--- config.mk ---
export PLATFORM = sky130hd
export DESIGN_NAME = radix_integer_literal_parser_flat
export DESIGN_NICKNAME = d
export VERILOG_FILES = /design/src/rtl/rilp_pkg.sv /design/src/rtl/rilp_if.sv /design/src/rtl/rilp_step.sv /design/src/rtl/radix_integer_literal_parser.sv /design/src/flat_wrapper.sv
export SDC_FILE = /design/constraint.sdc
export NUM_CORES = 2
export LEC_CHECK = 0
export BUFFER_PORTS_ARGS = -buffer_cell sky130_fd_sc_hd__buf_4
export CAP_MARGIN = 0
export CORE_UTILIZATION = 55
export DETAILED_ROUTE_END_ITERATION = 6
export GPL_TIMING_DRIVEN = 0
export PLACE_DENSITY = 0.84
export SLEW_MARGIN = 5
export SYNTH_ARGS = -nofsm -noshare
export SYNTH_HDL_FRONTEND = slang
export SYNTH_SLANG_ARGS = --single-unit
--- constraint.sdc ---
create_clock -name clk -period 8.2 [get_ports clk]
set_input_delay 1.64 -clock clk [delete_from_list [all_inputs] [get_ports clk]]
set_output_delay 1.64 -clock clk [all_outputs]
set_load 0.005 [all_outputs]
--- src/rtl/rilp_pkg.sv ---
// ----------------------------------------------------------------------------
// rilp_pkg
// Shared types, character codes and digit helpers for the literal parser.
// ----------------------------------------------------------------------------
`default_nettype none

package rilp_pkg;

	// longest literal in bytes; the byte counter saturates here
	localparam logic [7:0] MAX_LENGTH = 8'd150;

	// parse phases
	localparam logic [2:0] PH_SIGN   = 3'd0;
	localparam logic [2:0] PH_FIRST  = 3'd1;
	localparam logic [2:0] PH_HOLD1  = 3'd2;
	localparam logic [2:0] PH_HOLD2  = 3'd3;
	localparam logic [2:0] PH_ZEROS  = 3'd4;
	localparam logic [2:0] PH_DIGITS = 3'd5;

	// character codes
	localparam logic [7:0] CH_PLUS  = 8'h2B;
	localparam logic [7:0] CH_MINUS = 8'h2D;
	localparam logic [7:0] CH_ZERO  = 8'h30;
	localparam logic [7:0] CH_NINE  = 8'h39;
	localparam logic [7:0] CH_UNDER = 8'h5F;
	localparam logic [7:0] CH_X     = 8'h78;
	localparam logic [7:0] CH_R     = 8'h72;
	localparam logic [7:0] CH_LA    = 8'h61;
	localparam logic [7:0] CH_LZ    = 8'h7A;
	localparam logic [7:0] CH_UA    = 8'h41;
	localparam logic [7:0] CH_UZ    = 8'h5A;

	localparam logic [7:0] NO_DIGIT    = 8'hFF;
	localparam logic [7:0] ALPHA_FIRST = 8'd10;

	localparam logic [5:0] RADIX_DEC = 6'd10;
	localparam logic [5:0] RADIX_HEX = 6'd16;
	localparam logic [6:0] RADIX_MIN = 7'd2;
	localparam logic [6:0] RADIX_MAX = 7'd36;

	// magnitude of the most negative int64
	localparam logic [63:0] INT64_MIN_MAG = 64'h8000_0000_0000_0000;

	// per-literal parse state
	typedef struct packed {
		logic [63:0] acc;
		logic [5:0]  radix;
		logic        neg;
		logic        seen;
		logic        failed;
		logic [2:0]  phase;
		logic [7:0]  count;
	} rilp_state_t;

	localparam rilp_state_t STATE_RESET = '{
		acc:    64'd0,
		radix:  RADIX_DEC,
		neg:    1'b0,
		seen:   1'b0,
		failed: 1'b0,
		phase:  PH_SIGN,
		count:  8'd0
	};

	typedef struct packed {
		logic        ok;
		logic [63:0] value;
	} rilp_result_t;

	// narrow base-ten accumulator for replaying held prefix bytes (at most 3 digits)
	typedef struct packed {
		logic [9:0] acc;
		logic       seen;
		logic       failed;
		logic       digits;
	} rilp_small_t;

	localparam rilp_small_t SMALL_FRESH = '{acc: 10'd0, seen: 1'b0, failed: 1'b0, digits: 1'b0};

	function automatic logic is_dec(input logic [7:0] b);
		return (b >= CH_ZERO) && (b <= CH_NINE);
	endfunction

	function automatic logic [7:0] digit_of(input logic [7:0] b);
		logic [7:0] d;
		if (is_dec(b)) begin
			d = b - CH_ZERO;
		end else if ((b >= CH_LA) && (b <= CH_LZ)) begin
			d = b - CH_LA + ALPHA_FIRST;
		end else if ((b >= CH_UA) && (b <= CH_UZ)) begin
			d = b - CH_UA + ALPHA_FIRST;
		end else begin
			d = NO_DIGIT;
		end
		return d;
	endfunction

	// one base-ten digit step on the narrow accumulator
	function automatic rilp_small_t feed10(input rilp_small_t s, input logic [7:0] b);
		rilp_small_t r;
		logic [7:0]  d;
		r = s;
		d = digit_of(b);
		if (!r.failed) begin
			if (!r.digits && (b == CH_ZERO)) begin
				r.seen = 1'b1;
			end else begin
				r.digits = 1'b1;
				if (b == CH_UNDER) begin
					if (!r.seen) r.failed = 1'b1;
				end else if (d >= {2'b00, RADIX_DEC}) begin
					r.failed = 1'b1;
				end else begin
					r.acc  = 10'(r.acc * 10'(RADIX_DEC)) + {6'b000000, d[3:0]};
					r.seen = 1'b1;
				end
			end
		end
		return r;
	endfunction

endpackage

`default_nettype wire

--- src/rtl/rilp_if.sv ---
// ----------------------------------------------------------------------------
// rilp_if
// Valid/ready channels of the literal parser: bytes in, results out, config.
// ----------------------------------------------------------------------------
`default_nettype none

interface rilp_byte_if;
	logic       valid;
	logic       ready;
	logic [7:0] byte_value;
	logic       last_byte;

	modport source (output valid, output byte_value, output last_byte, input ready);
	modport sink (input valid, input byte_value, input last_byte, output ready);
endinterface

interface rilp_result_if;
	logic        valid;
	logic        ready;
	logic        ok;
	logic [63:0] value;

	modport source (output valid, output ok, output value, input ready);
	modport sink (input valid, input ok, input value, output ready);
endinterface

interface rilp_cfg_if;
	logic valid;
	logic ready;
	logic signed_result;

	modport source (output valid, output signed_result, input ready);
	modport sink (input valid, input signed_result, output ready);
endinterface

`default_nettype wire

--- src/rtl/rilp_step.sv ---
// ----------------------------------------------------------------------------
// rilp_step
// Next-state and result logic for one literal byte.
// ----------------------------------------------------------------------------
`default_nettype none

module rilp_step (
	input  rilp_pkg::rilp_state_t  cur,
	input  logic [7:0]             hold0,
	input  logic [7:0]             hold1,
	input  logic [7:0]             byte_value,
	input  logic                   last_byte,
	input  logic                   signed_mode,
	output rilp_pkg::rilp_state_t  nxt,
	output logic [7:0]             hold0_nxt,
	output logic [7:0]             hold1_nxt,
	output rilp_pkg::rilp_result_t res
);
	import rilp_pkg::*;

	rilp_state_t s;
	rilp_small_t sm_h1;
	rilp_small_t sm_h2;
	rilp_small_t sm_f1;
	rilp_small_t sm_f2;
	logic [7:0]  d;
	logic [69:0] mac;
	logic [6:0]  base2;
	logic        fits;

	// load the state from a replay of held bytes in base ten
	function automatic rilp_state_t from_small(input rilp_state_t st, input rilp_small_t sm);
		rilp_state_t r;
		r        = st;
		r.acc    = 64'(sm.acc);
		r.seen   = sm.seen;
		r.failed = sm.failed;
		r.radix  = RADIX_DEC;
		r.phase  = sm.digits ? PH_DIGITS : PH_ZEROS;
		return r;
	endfunction

	always_comb begin
		s         = cur;
		hold0_nxt = hold0;
		hold1_nxt = hold1;
		d         = digit_of(byte_value);
		// exact product; bits above 63 mean overflow
		mac       = 70'(cur.acc) * 70'(cur.radix) + 70'(d);
		base2     = 7'(7'(hold0[3:0]) * 7'(RADIX_DEC)) + 7'(hold1[3:0]);
		sm_h1     = feed10(feed10(SMALL_FRESH, hold0), byte_value);
		sm_h2     = feed10(feed10(feed10(SMALL_FRESH, hold0), hold1), byte_value);

		if (cur.count >= MAX_LENGTH) begin
			s.failed = 1'b1;
		end else begin
			s.count = cur.count + 8'd1;
		end

		if (!s.failed) begin
			case (cur.phase)
				PH_SIGN: begin
					if (byte_value == CH_MINUS) begin
						s.neg   = 1'b1;
						s.phase = PH_FIRST;
					end else if (byte_value == CH_PLUS) begin
						s.phase = PH_FIRST;
					end else begin
						hold0_nxt = byte_value;
						s.phase   = PH_HOLD1;
					end
				end
				PH_FIRST: begin
					hold0_nxt = byte_value;
					s.phase   = PH_HOLD1;
				end
				PH_HOLD1: begin
					hold1_nxt = byte_value;
					if ((hold0 == CH_ZERO) && (byte_value == CH_X)) begin
						s.radix = RADIX_HEX;
						s.phase = PH_ZEROS;
					end else if (is_dec(hold0) && (byte_value == CH_R)) begin
						s.radix = 6'(hold0[3:0]);
						s.phase = PH_ZEROS;
					end else if (is_dec(hold0) && is_dec(byte_value)) begin
						s.phase = PH_HOLD2;
					end else begin
						s = from_small(s, sm_h1);
					end
				end
				PH_HOLD2: begin
					if (byte_value == CH_R) begin
						if ((base2 < RADIX_MIN) || (base2 > RADIX_MAX)) begin
							s.failed = 1'b1;
						end else begin
							s.radix = base2[5:0];
							s.phase = PH_ZEROS;
						end
					end else begin
						s = from_small(s, sm_h2);
					end
				end
				default: begin
					if ((cur.phase == PH_ZEROS) && (byte_value == CH_ZERO)) begin
						s.seen = 1'b1;
					end else begin
						s.phase = PH_DIGITS;
						if (byte_value == CH_UNDER) begin
							if (!cur.seen) s.failed = 1'b1;
						end else if (d >= {2'b00, cur.radix}) begin
							s.failed = 1'b1;
						end else if (mac[69:64] != 6'd0) begin
							s.failed = 1'b1;
						end else begin
							s.acc  = mac[63:0];
							s.seen = 1'b1;
						end
					end
				end
			endcase
		end

		// literal ended while prefix bytes were still held
		sm_f1 = feed10(SMALL_FRESH, hold0_nxt);
		sm_f2 = feed10(sm_f1, hold1_nxt);
		if (last_byte && !s.failed) begin
			if (s.phase == PH_HOLD1) begin
				s = from_small(s, sm_f1);
			end else if (s.phase == PH_HOLD2) begin
				s = from_small(s, sm_f2);
			end
		end

		if (signed_mode) begin
			fits = s.neg ? (!s.acc[63] || (s.acc == INT64_MIN_MAG)) : !s.acc[63];
		end else begin
			fits = !s.neg;
		end
		res.ok    = !s.failed && s.seen && fits;
		res.value = res.ok ? (s.neg ? (~s.acc + 64'd1) : s.acc) : 64'd0;

		nxt = last_byte ? STATE_RESET : s;
	end

endmodule

`default_nettype wire

--- src/rtl/radix_integer_literal_parser.sv ---
// ----------------------------------------------------------------------------
// radix_integer_literal_parser
// Pipeline: a word is registered in the input stage at acceptance; a last
//   byte's result is registered in the result register when it advances.
// Throughput: one byte per cycle unless a last byte waits for a result slot;
//   bounded by the step logic's 64x6 bit multiply-add and overflow check.
// Reset: asynchronous, active low; clears parse state, mode and valids.
// ----------------------------------------------------------------------------
`default_nettype none

module radix_integer_literal_parser (
	input logic           clk,
	input logic           arst_n,
	rilp_byte_if.sink     literal,
	rilp_result_if.source result,
	rilp_cfg_if.sink      cfg
);
	import rilp_pkg::*;

	// input stage
	logic        valid_s1;
	logic [7:0]  byte_s1;
	logic        last_s1;

	// parse state, and prefix lookahead bytes that have no reset (written before read)
	rilp_state_t state_q;
	rilp_state_t state_nxt;
	logic [7:0]  hold0_q;
	logic [7:0]  hold1_q;
	logic [7:0]  hold0_nxt;
	logic [7:0]  hold1_nxt;

	logic        signed_q;

	// result register
	rilp_result_t res_nxt;
	logic         out_valid_q;
	logic         ok_q;
	logic [63:0]  value_q;

	logic advance;
	logic in_take;

	// a byte without last never blocks; a last byte waits for a free result slot
	assign advance       = valid_s1 && (!last_s1 || !out_valid_q || result.ready);
	assign literal.ready = !valid_s1 || advance;
	assign in_take       = literal.valid && literal.ready;

	// mode register is always writable
	assign cfg.ready = 1'b1;

	assign result.valid = out_valid_q;
	assign result.ok    = ok_q;
	assign result.value = value_q;

	rilp_step u_step (
		.cur        (state_q),
		.hold0      (hold0_q),
		.hold1      (hold1_q),
		.byte_value (byte_s1),
		.last_byte  (last_s1),
		.signed_mode(signed_q),
		.nxt        (state_nxt),
		.hold0_nxt  (hold0_nxt),
		.hold1_nxt  (hold1_nxt),
		.res        (res_nxt)
	);

	always_ff @(posedge clk or negedge arst_n) begin
		if (!arst_n) begin
			valid_s1 <= 1'b0;
		end else if (in_take) begin
			valid_s1 <= 1'b1;
		end else if (advance) begin
			valid_s1 <= 1'b0;
		end
	end

	always_ff @(posedge clk) begin
		if (in_take) begin
			byte_s1 <= literal.byte_value;
			last_s1 <= literal.last_byte;
		end
	end

	// parse state returns to reset after every last byte (done in step logic)
	always_ff @(posedge clk or negedge arst_n) begin
		if (!arst_n) begin
			state_q <= STATE_RESET;
		end else if (advance) begin
			state_q <= state_nxt;
		end
	end

	always_ff @(posedge clk) begin
		if (advance) begin
			hold0_q <= hold0_nxt;
			hold1_q <= hold1_nxt;
		end
	end

	always_ff @(posedge clk or negedge arst_n) begin
		if (!arst_n) begin
			signed_q <= 1'b0;
		end else if (cfg.valid) begin
			signed_q <= cfg.signed_result;
		end
	end

	always_ff @(posedge clk or negedge arst_n) begin
		if (!arst_n) begin
			out_valid_q <= 1'b0;
		end else if (advance && last_s1) begin
			out_valid_q <= 1'b1;
		end else if (result.ready) begin
			out_valid_q <= 1'b0;
		end
	end

	always_ff @(posedge clk) begin
		if (advance && last_s1) begin
			ok_q    <= res_nxt.ok;
			value_q <= res_nxt.value;
		end
	end

endmodule

`default_nettype wire

--- src/flat_wrapper.sv ---
// flat-port wrapper written by rule: the top's interface ports become plain ports
module radix_integer_literal_parser_flat import rilp_pkg::*;
  (clk, arst_n, literal_valid, literal_byte_value, literal_last_byte, literal_ready, result_valid, result_ok, result_value, result_ready, cfg_valid, cfg_signed_result, cfg_ready);
  rilp_byte_if literal_i ();
  rilp_result_if result_i ();
  rilp_cfg_if cfg_i ();
  input logic clk;
  input logic arst_n;
  input wire logic [$bits(literal_i.valid)-1:0] literal_valid;
  input wire logic [$bits(literal_i.byte_value)-1:0] literal_byte_value;
  input wire logic [$bits(literal_i.last_byte)-1:0] literal_last_byte;
  output wire logic [$bits(literal_i.ready)-1:0] literal_ready;
  output wire logic [$bits(result_i.valid)-1:0] result_valid;
  output wire logic [$bits(result_i.ok)-1:0] result_ok;
  output wire logic [$bits(result_i.value)-1:0] result_value;
  input wire logic [$bits(result_i.ready)-1:0] result_ready;
  input wire logic [$bits(cfg_i.valid)-1:0] cfg_valid;
  input wire logic [$bits(cfg_i.signed_result)-1:0] cfg_signed_result;
  output wire logic [$bits(cfg_i.ready)-1:0] cfg_ready;
  assign literal_i.valid = literal_valid;
  assign literal_i.byte_value = literal_byte_value;
  assign literal_i.last_byte = literal_last_byte;
  assign literal_ready = literal_i.ready;
  assign result_valid = result_i.valid;
  assign result_ok = result_i.ok;
  assign result_value = result_i.value;
  assign result_i.ready = result_ready;
  assign cfg_i.valid = cfg_valid;
  assign cfg_i.signed_result = cfg_signed_result;
  assign cfg_ready = cfg_i.ready;
  radix_integer_literal_parser u_core (.clk(clk), .arst_n(arst_n), .literal(literal_i), .result(result_i), .cfg(cfg_i));
endmodule
==> flow_summary.json <==
{
  "cp_common_cell": "fa_1",
  "crit_path_end_kind": "register",
  "max-vdd-ir-drop_uv": 214.2,
  "detail_route.iter0.violations": 5067,
  "drt_wl_total_microns": 119800,
  "tritoncts_clock_tree": "built",
  "synth_area_sq_mm": 0.02975,
  "max_freq_ghz": 0.1101,
  "drt-vias-per-instance": 6.772,
  "worstSetupEndpoint": "u_core.result.value[38]$_SDFFCE_PN0P_",
  "htreeDepth": 4,
  "clk_root_buffer_cell": "clkbuf_16",
  "setup_slack_of_the_most_critical_reg_to_reg_path_ns": -0.88,
  "r2r_end": "u_core.result.value[38]$_SDFFCE_PN0P_",
  "rsz0062_at_grt": "yes",
  "place_inst": 4498,
  "worst_ep_required_time_ns": 8.53,
  "firstDrtPassIters": 7,
  "maximum_number_of_pins_on_one_net_before_global_route_repair": 88,
  "port_buffers": 81,
  "report.final.hold_viol_count": 0,
  "globalRouteOverflowTotal": 0,
  "clk_pin_slew_ns": 0.08,
  "worst_slew_margin_rel_pct": 0.3108,
  "pin_count": 83,
  "postSynthCellCount": 3725,
  "synth-edff-count": 90,
  "placed_area_sq_mm": 0.03151,
  "antenna_found_initial": 3,
  "worstReg2RegStart": "u_core.state_q[17]$_DFFE_PN1P_",
  "vias": 31250,
  "setup_viol": 67,
  "finish.utilization_pct": 66.78,
  "maxCapViolCount": 1,
  "clk_skew_ns": 0.02238,
  "most_used_flip_flop_cell_after_synthesis": "edfxtp_1",
  "drt-wirelength-per-cell_microns": 25.96,
  "dieArea_sq_mm": 0.05503,
  "finalNonFillerCells": 4615,
  "crit_path_max_incr_delay_ns": 0.61,
  "fp-row-count": 84,
  "outcome": "finished with violations",
  "hpwl_microns": 89500,
  "syn_nets": 4238,
  "leakage_nw": 15.80,
  "die_w_microns": 234.6,
  "ys_seq_elements": 177,
  "grt_pass1_wl_microns": 175500,
  "worstSkewPairLatency_ns": 0.53,
  "finish.net_count": 4423,
  "drive_above_1_share_pct": 18.30,
  "yosysWarnings": 0,
  "path_buf_inv": 6,
  "postLayoutCellArea_sq_mm": 0.03537,
  "startpoint_type": "register",
  "drv_slew": 0,
  "placeableCoreArea_sq_mm": 0.05297,
  "synthToLayoutAreaGrowth_pct": 18.88,
  "cts_sinks": 177,
  "worstHoldPathType": "reg -> reg",
  "dieHeight_microns": 234.6,
  "critPathSlowestCell": "or4_4",
  "crit_family": "adder cells",
  "gp_congestion": 1.079,
  "synthDistinctLibCells": 121,
  "nFillCells": 4375,
  "start_util_pct": 56.17,
  "worstSetupPathDepth": 29,
  "cp_data_arrival_time_ns": 9.41,
  "first_global_vias": 29050,
  "track_usage_pct": 42.74,
  "power_per_unit_of_standard_cell_area_mw_per_mm2": 203.2,
  "clock_tree.buffer_depth": 2,
  "failing_checks": "design-rule violations, max-capacitance violations, negative setup slack",
  "start_point_of_the_critical_path": "u_core.state_q[17]$_DFFE_PN1P_",
  "period_share_pct": 110.8,
  "final.setup.worst_slack_ns": -0.8830,
  "timing.final.crit_period_ns": 9.083,
  "cts-buffers-inserted": 17,
  "drcViolationCount": 2,
  "r2r.worst_path.cells": 29,
  "timing.setup.critical_path_class": "reg -> reg",
  "async_reset_ff_share_pct": 49.15,
  "avgSynthCellArea_sq_um": 7.988,
  "synth-seq-area-share_pct": 16.41,
  "cp_max_fo": 7,
  "postRouteAntennaNets": 0,
  "hold_ws_ns": 0.5592,
  "tightestPinTransition_ns": 1.485
}
[metal layers]
layer / vias to the layer above / share of wire, % / GRT usage, %
met3: 517 / 15 / 12.92
met4: 2 / 6.0 / 19.74
met5: - / 0.0092 / 0
li1: 13260 / - / -
met1: 14980 / 39 / 59.29
met2: 2496 / 40 / 60.62
[worst min-delay path by stage]
stage / to / startpoint / depth (start not counted)
2_1_floorplan: u_core.state_q[12]$_DFFE_PN0P_ / u_core.state_q[12]$_DFFE_PN0P_ / 2
5_1_grt: u_core.state_q[12]$_DFFE_PN0P_ / u_core.state_q[12]$_DFFE_PN0P_ / 2
3_5_place_dp: u_core.state_q[13]$_DFFE_PN0P_ / u_core.state_q[13]$_DFFE_PN0P_ / 2
6_report: u_core.state_q[13]$_DFFE_PN0P_ / u_core.state_q[13]$_DFFE_PN0P_ / 2
4_1_cts: u_core.state_q[13]$_DFFE_PN0P_ / u_core.state_q[13]$_DFFE_PN0P_ / 2
3_3_place_gp: u_core.state_q[12]$_DFFE_PN0P_ / u_core.state_q[12]$_DFFE_PN0P_ / 2
[registers in the layout, summed over array words and instances, names as in the netlist]
signal / flops
u_core.state_q: 84
u_core.result.value: 64
u_core.byte_s1: 8
u_core.hold0_q: 8
u_core.hold1_q: 8
u_core.last_s1: 1
u_core.result.ok: 1
u_core.result.valid: 1
u_core.signed_q: 1
u_core.valid_s1: 1
[per-stage QoR]
stage	setup slack [ns]	TNS [ns]	power [mW]
final	-0.8830	-52.05	7.187
after global routing	-0.8702	-53.15	7.366
after CTS	-0.6781	-37.95	6.442
after detailed placement	-3.236	-230.12	4.932
after global placement	-3.324	-226.56	4.887
after floorplan	0.0004468	0	3.654
[cell usage after synthesis (31+ instances only)]
cell	count	area share (%)
a21o_1	49	1.2
a21oi_1	217	3.6
a22o_1	58	1.7
a31oi_1	44	0.93
and2_1	52	1.1
buf_2	35	0.59
clkbuf_1	189	2.4
dfrtp_1	85	7.1
edfxtp_1	90	9.1
fa_1	263	18
ha_1	235	9.9
inv_1	353	4.5
mux2i_1	31	1.0
nand2_1	594	7.5
nand3_1	82	1.4
nand4_1	63	1.3
nor2_1	264	3.3
nor3_1	74	1.2
o21ai_0	143	2.4
xnor2_1	97	2.9
xor2_1	60	1.8
[final cells by class]
type                       instances  area, sq um  area share, %
tap                              688        860.8          2.434
multi-input combinational       2923        24330          68.79
clock inverter                    15        216.5         0.6120
clock buffer                      17        425.4          1.203
buffer                           222         1529          4.323
sequential                       177         4886          13.81
antenna                            4        10.01        0.02830
inverter                         358         1354          3.827
timing repair buffer             211         1759          4.973
[worst min-delay path, cell delays in order, from the launching register on]
cell     delay, ns
dfrtp_1       0.40
nand2_1       0.06
a21oi_1       0.05
[cell usage in the layout (no fill, tap or decap), types with 18 or more instances in the layout]
master,n
o21ai_0,136
nand3_1,75
a22o_1,58
nand2_1,582
mux2i_1,29
and3_1,25
nor4_1,19
clkbuf_16,33
ha_4,20
nor2_1,204
a21o_1,48
nand4_1,63
a21oi_1,182
inv_1,343
buf_4,200
o31ai_1,25
a21oi_2,27
nor3_1,61
buf_1,27
buf_2,27
o21a_1,27
and2_1,49
nand2b_1,26
xnor2_1,92
o211ai_1,21
a22oi_1,18
edfxtp_1,90
clkbuf_1,89
nor2_4,44
a31oi_1,41
or3_1,25
dfrtp_1,82
fa_1,260
o21bai_1,21
xor2_1,59
ha_1,199
[report_power, final]
part           internal, mW  switching [mW]
registers              1.04           0.111
logic                  1.81            3.29
clock network         0.470           0.467
total                  3.32            3.87
[repair_timing]
| action | in CTS | in global routing |
|---|---|---|
| setup endpoints to repair | 122 | 75 |
| gates resized for setup | 312 | 228 |
| buffers inserted | 70 | 46 |
| hold buffers | 0 | 0 |
| pin swaps | 65 | 102 |
| gates cloned | 3 | 8 |
[cells by family after synthesis]
logic type      after synthesis  synth area share [%]
simple gates               1342                 21.14
compound gates              885                 20.57
buf+inv                     625                 8.233
fa+ha+maj                   498                 27.58
flops                       177                 16.41
xor+xnor                    158                 4.701
mux                          39                 1.358
other cells                   1               0.01260
Power figures use the tool's default switching activity.
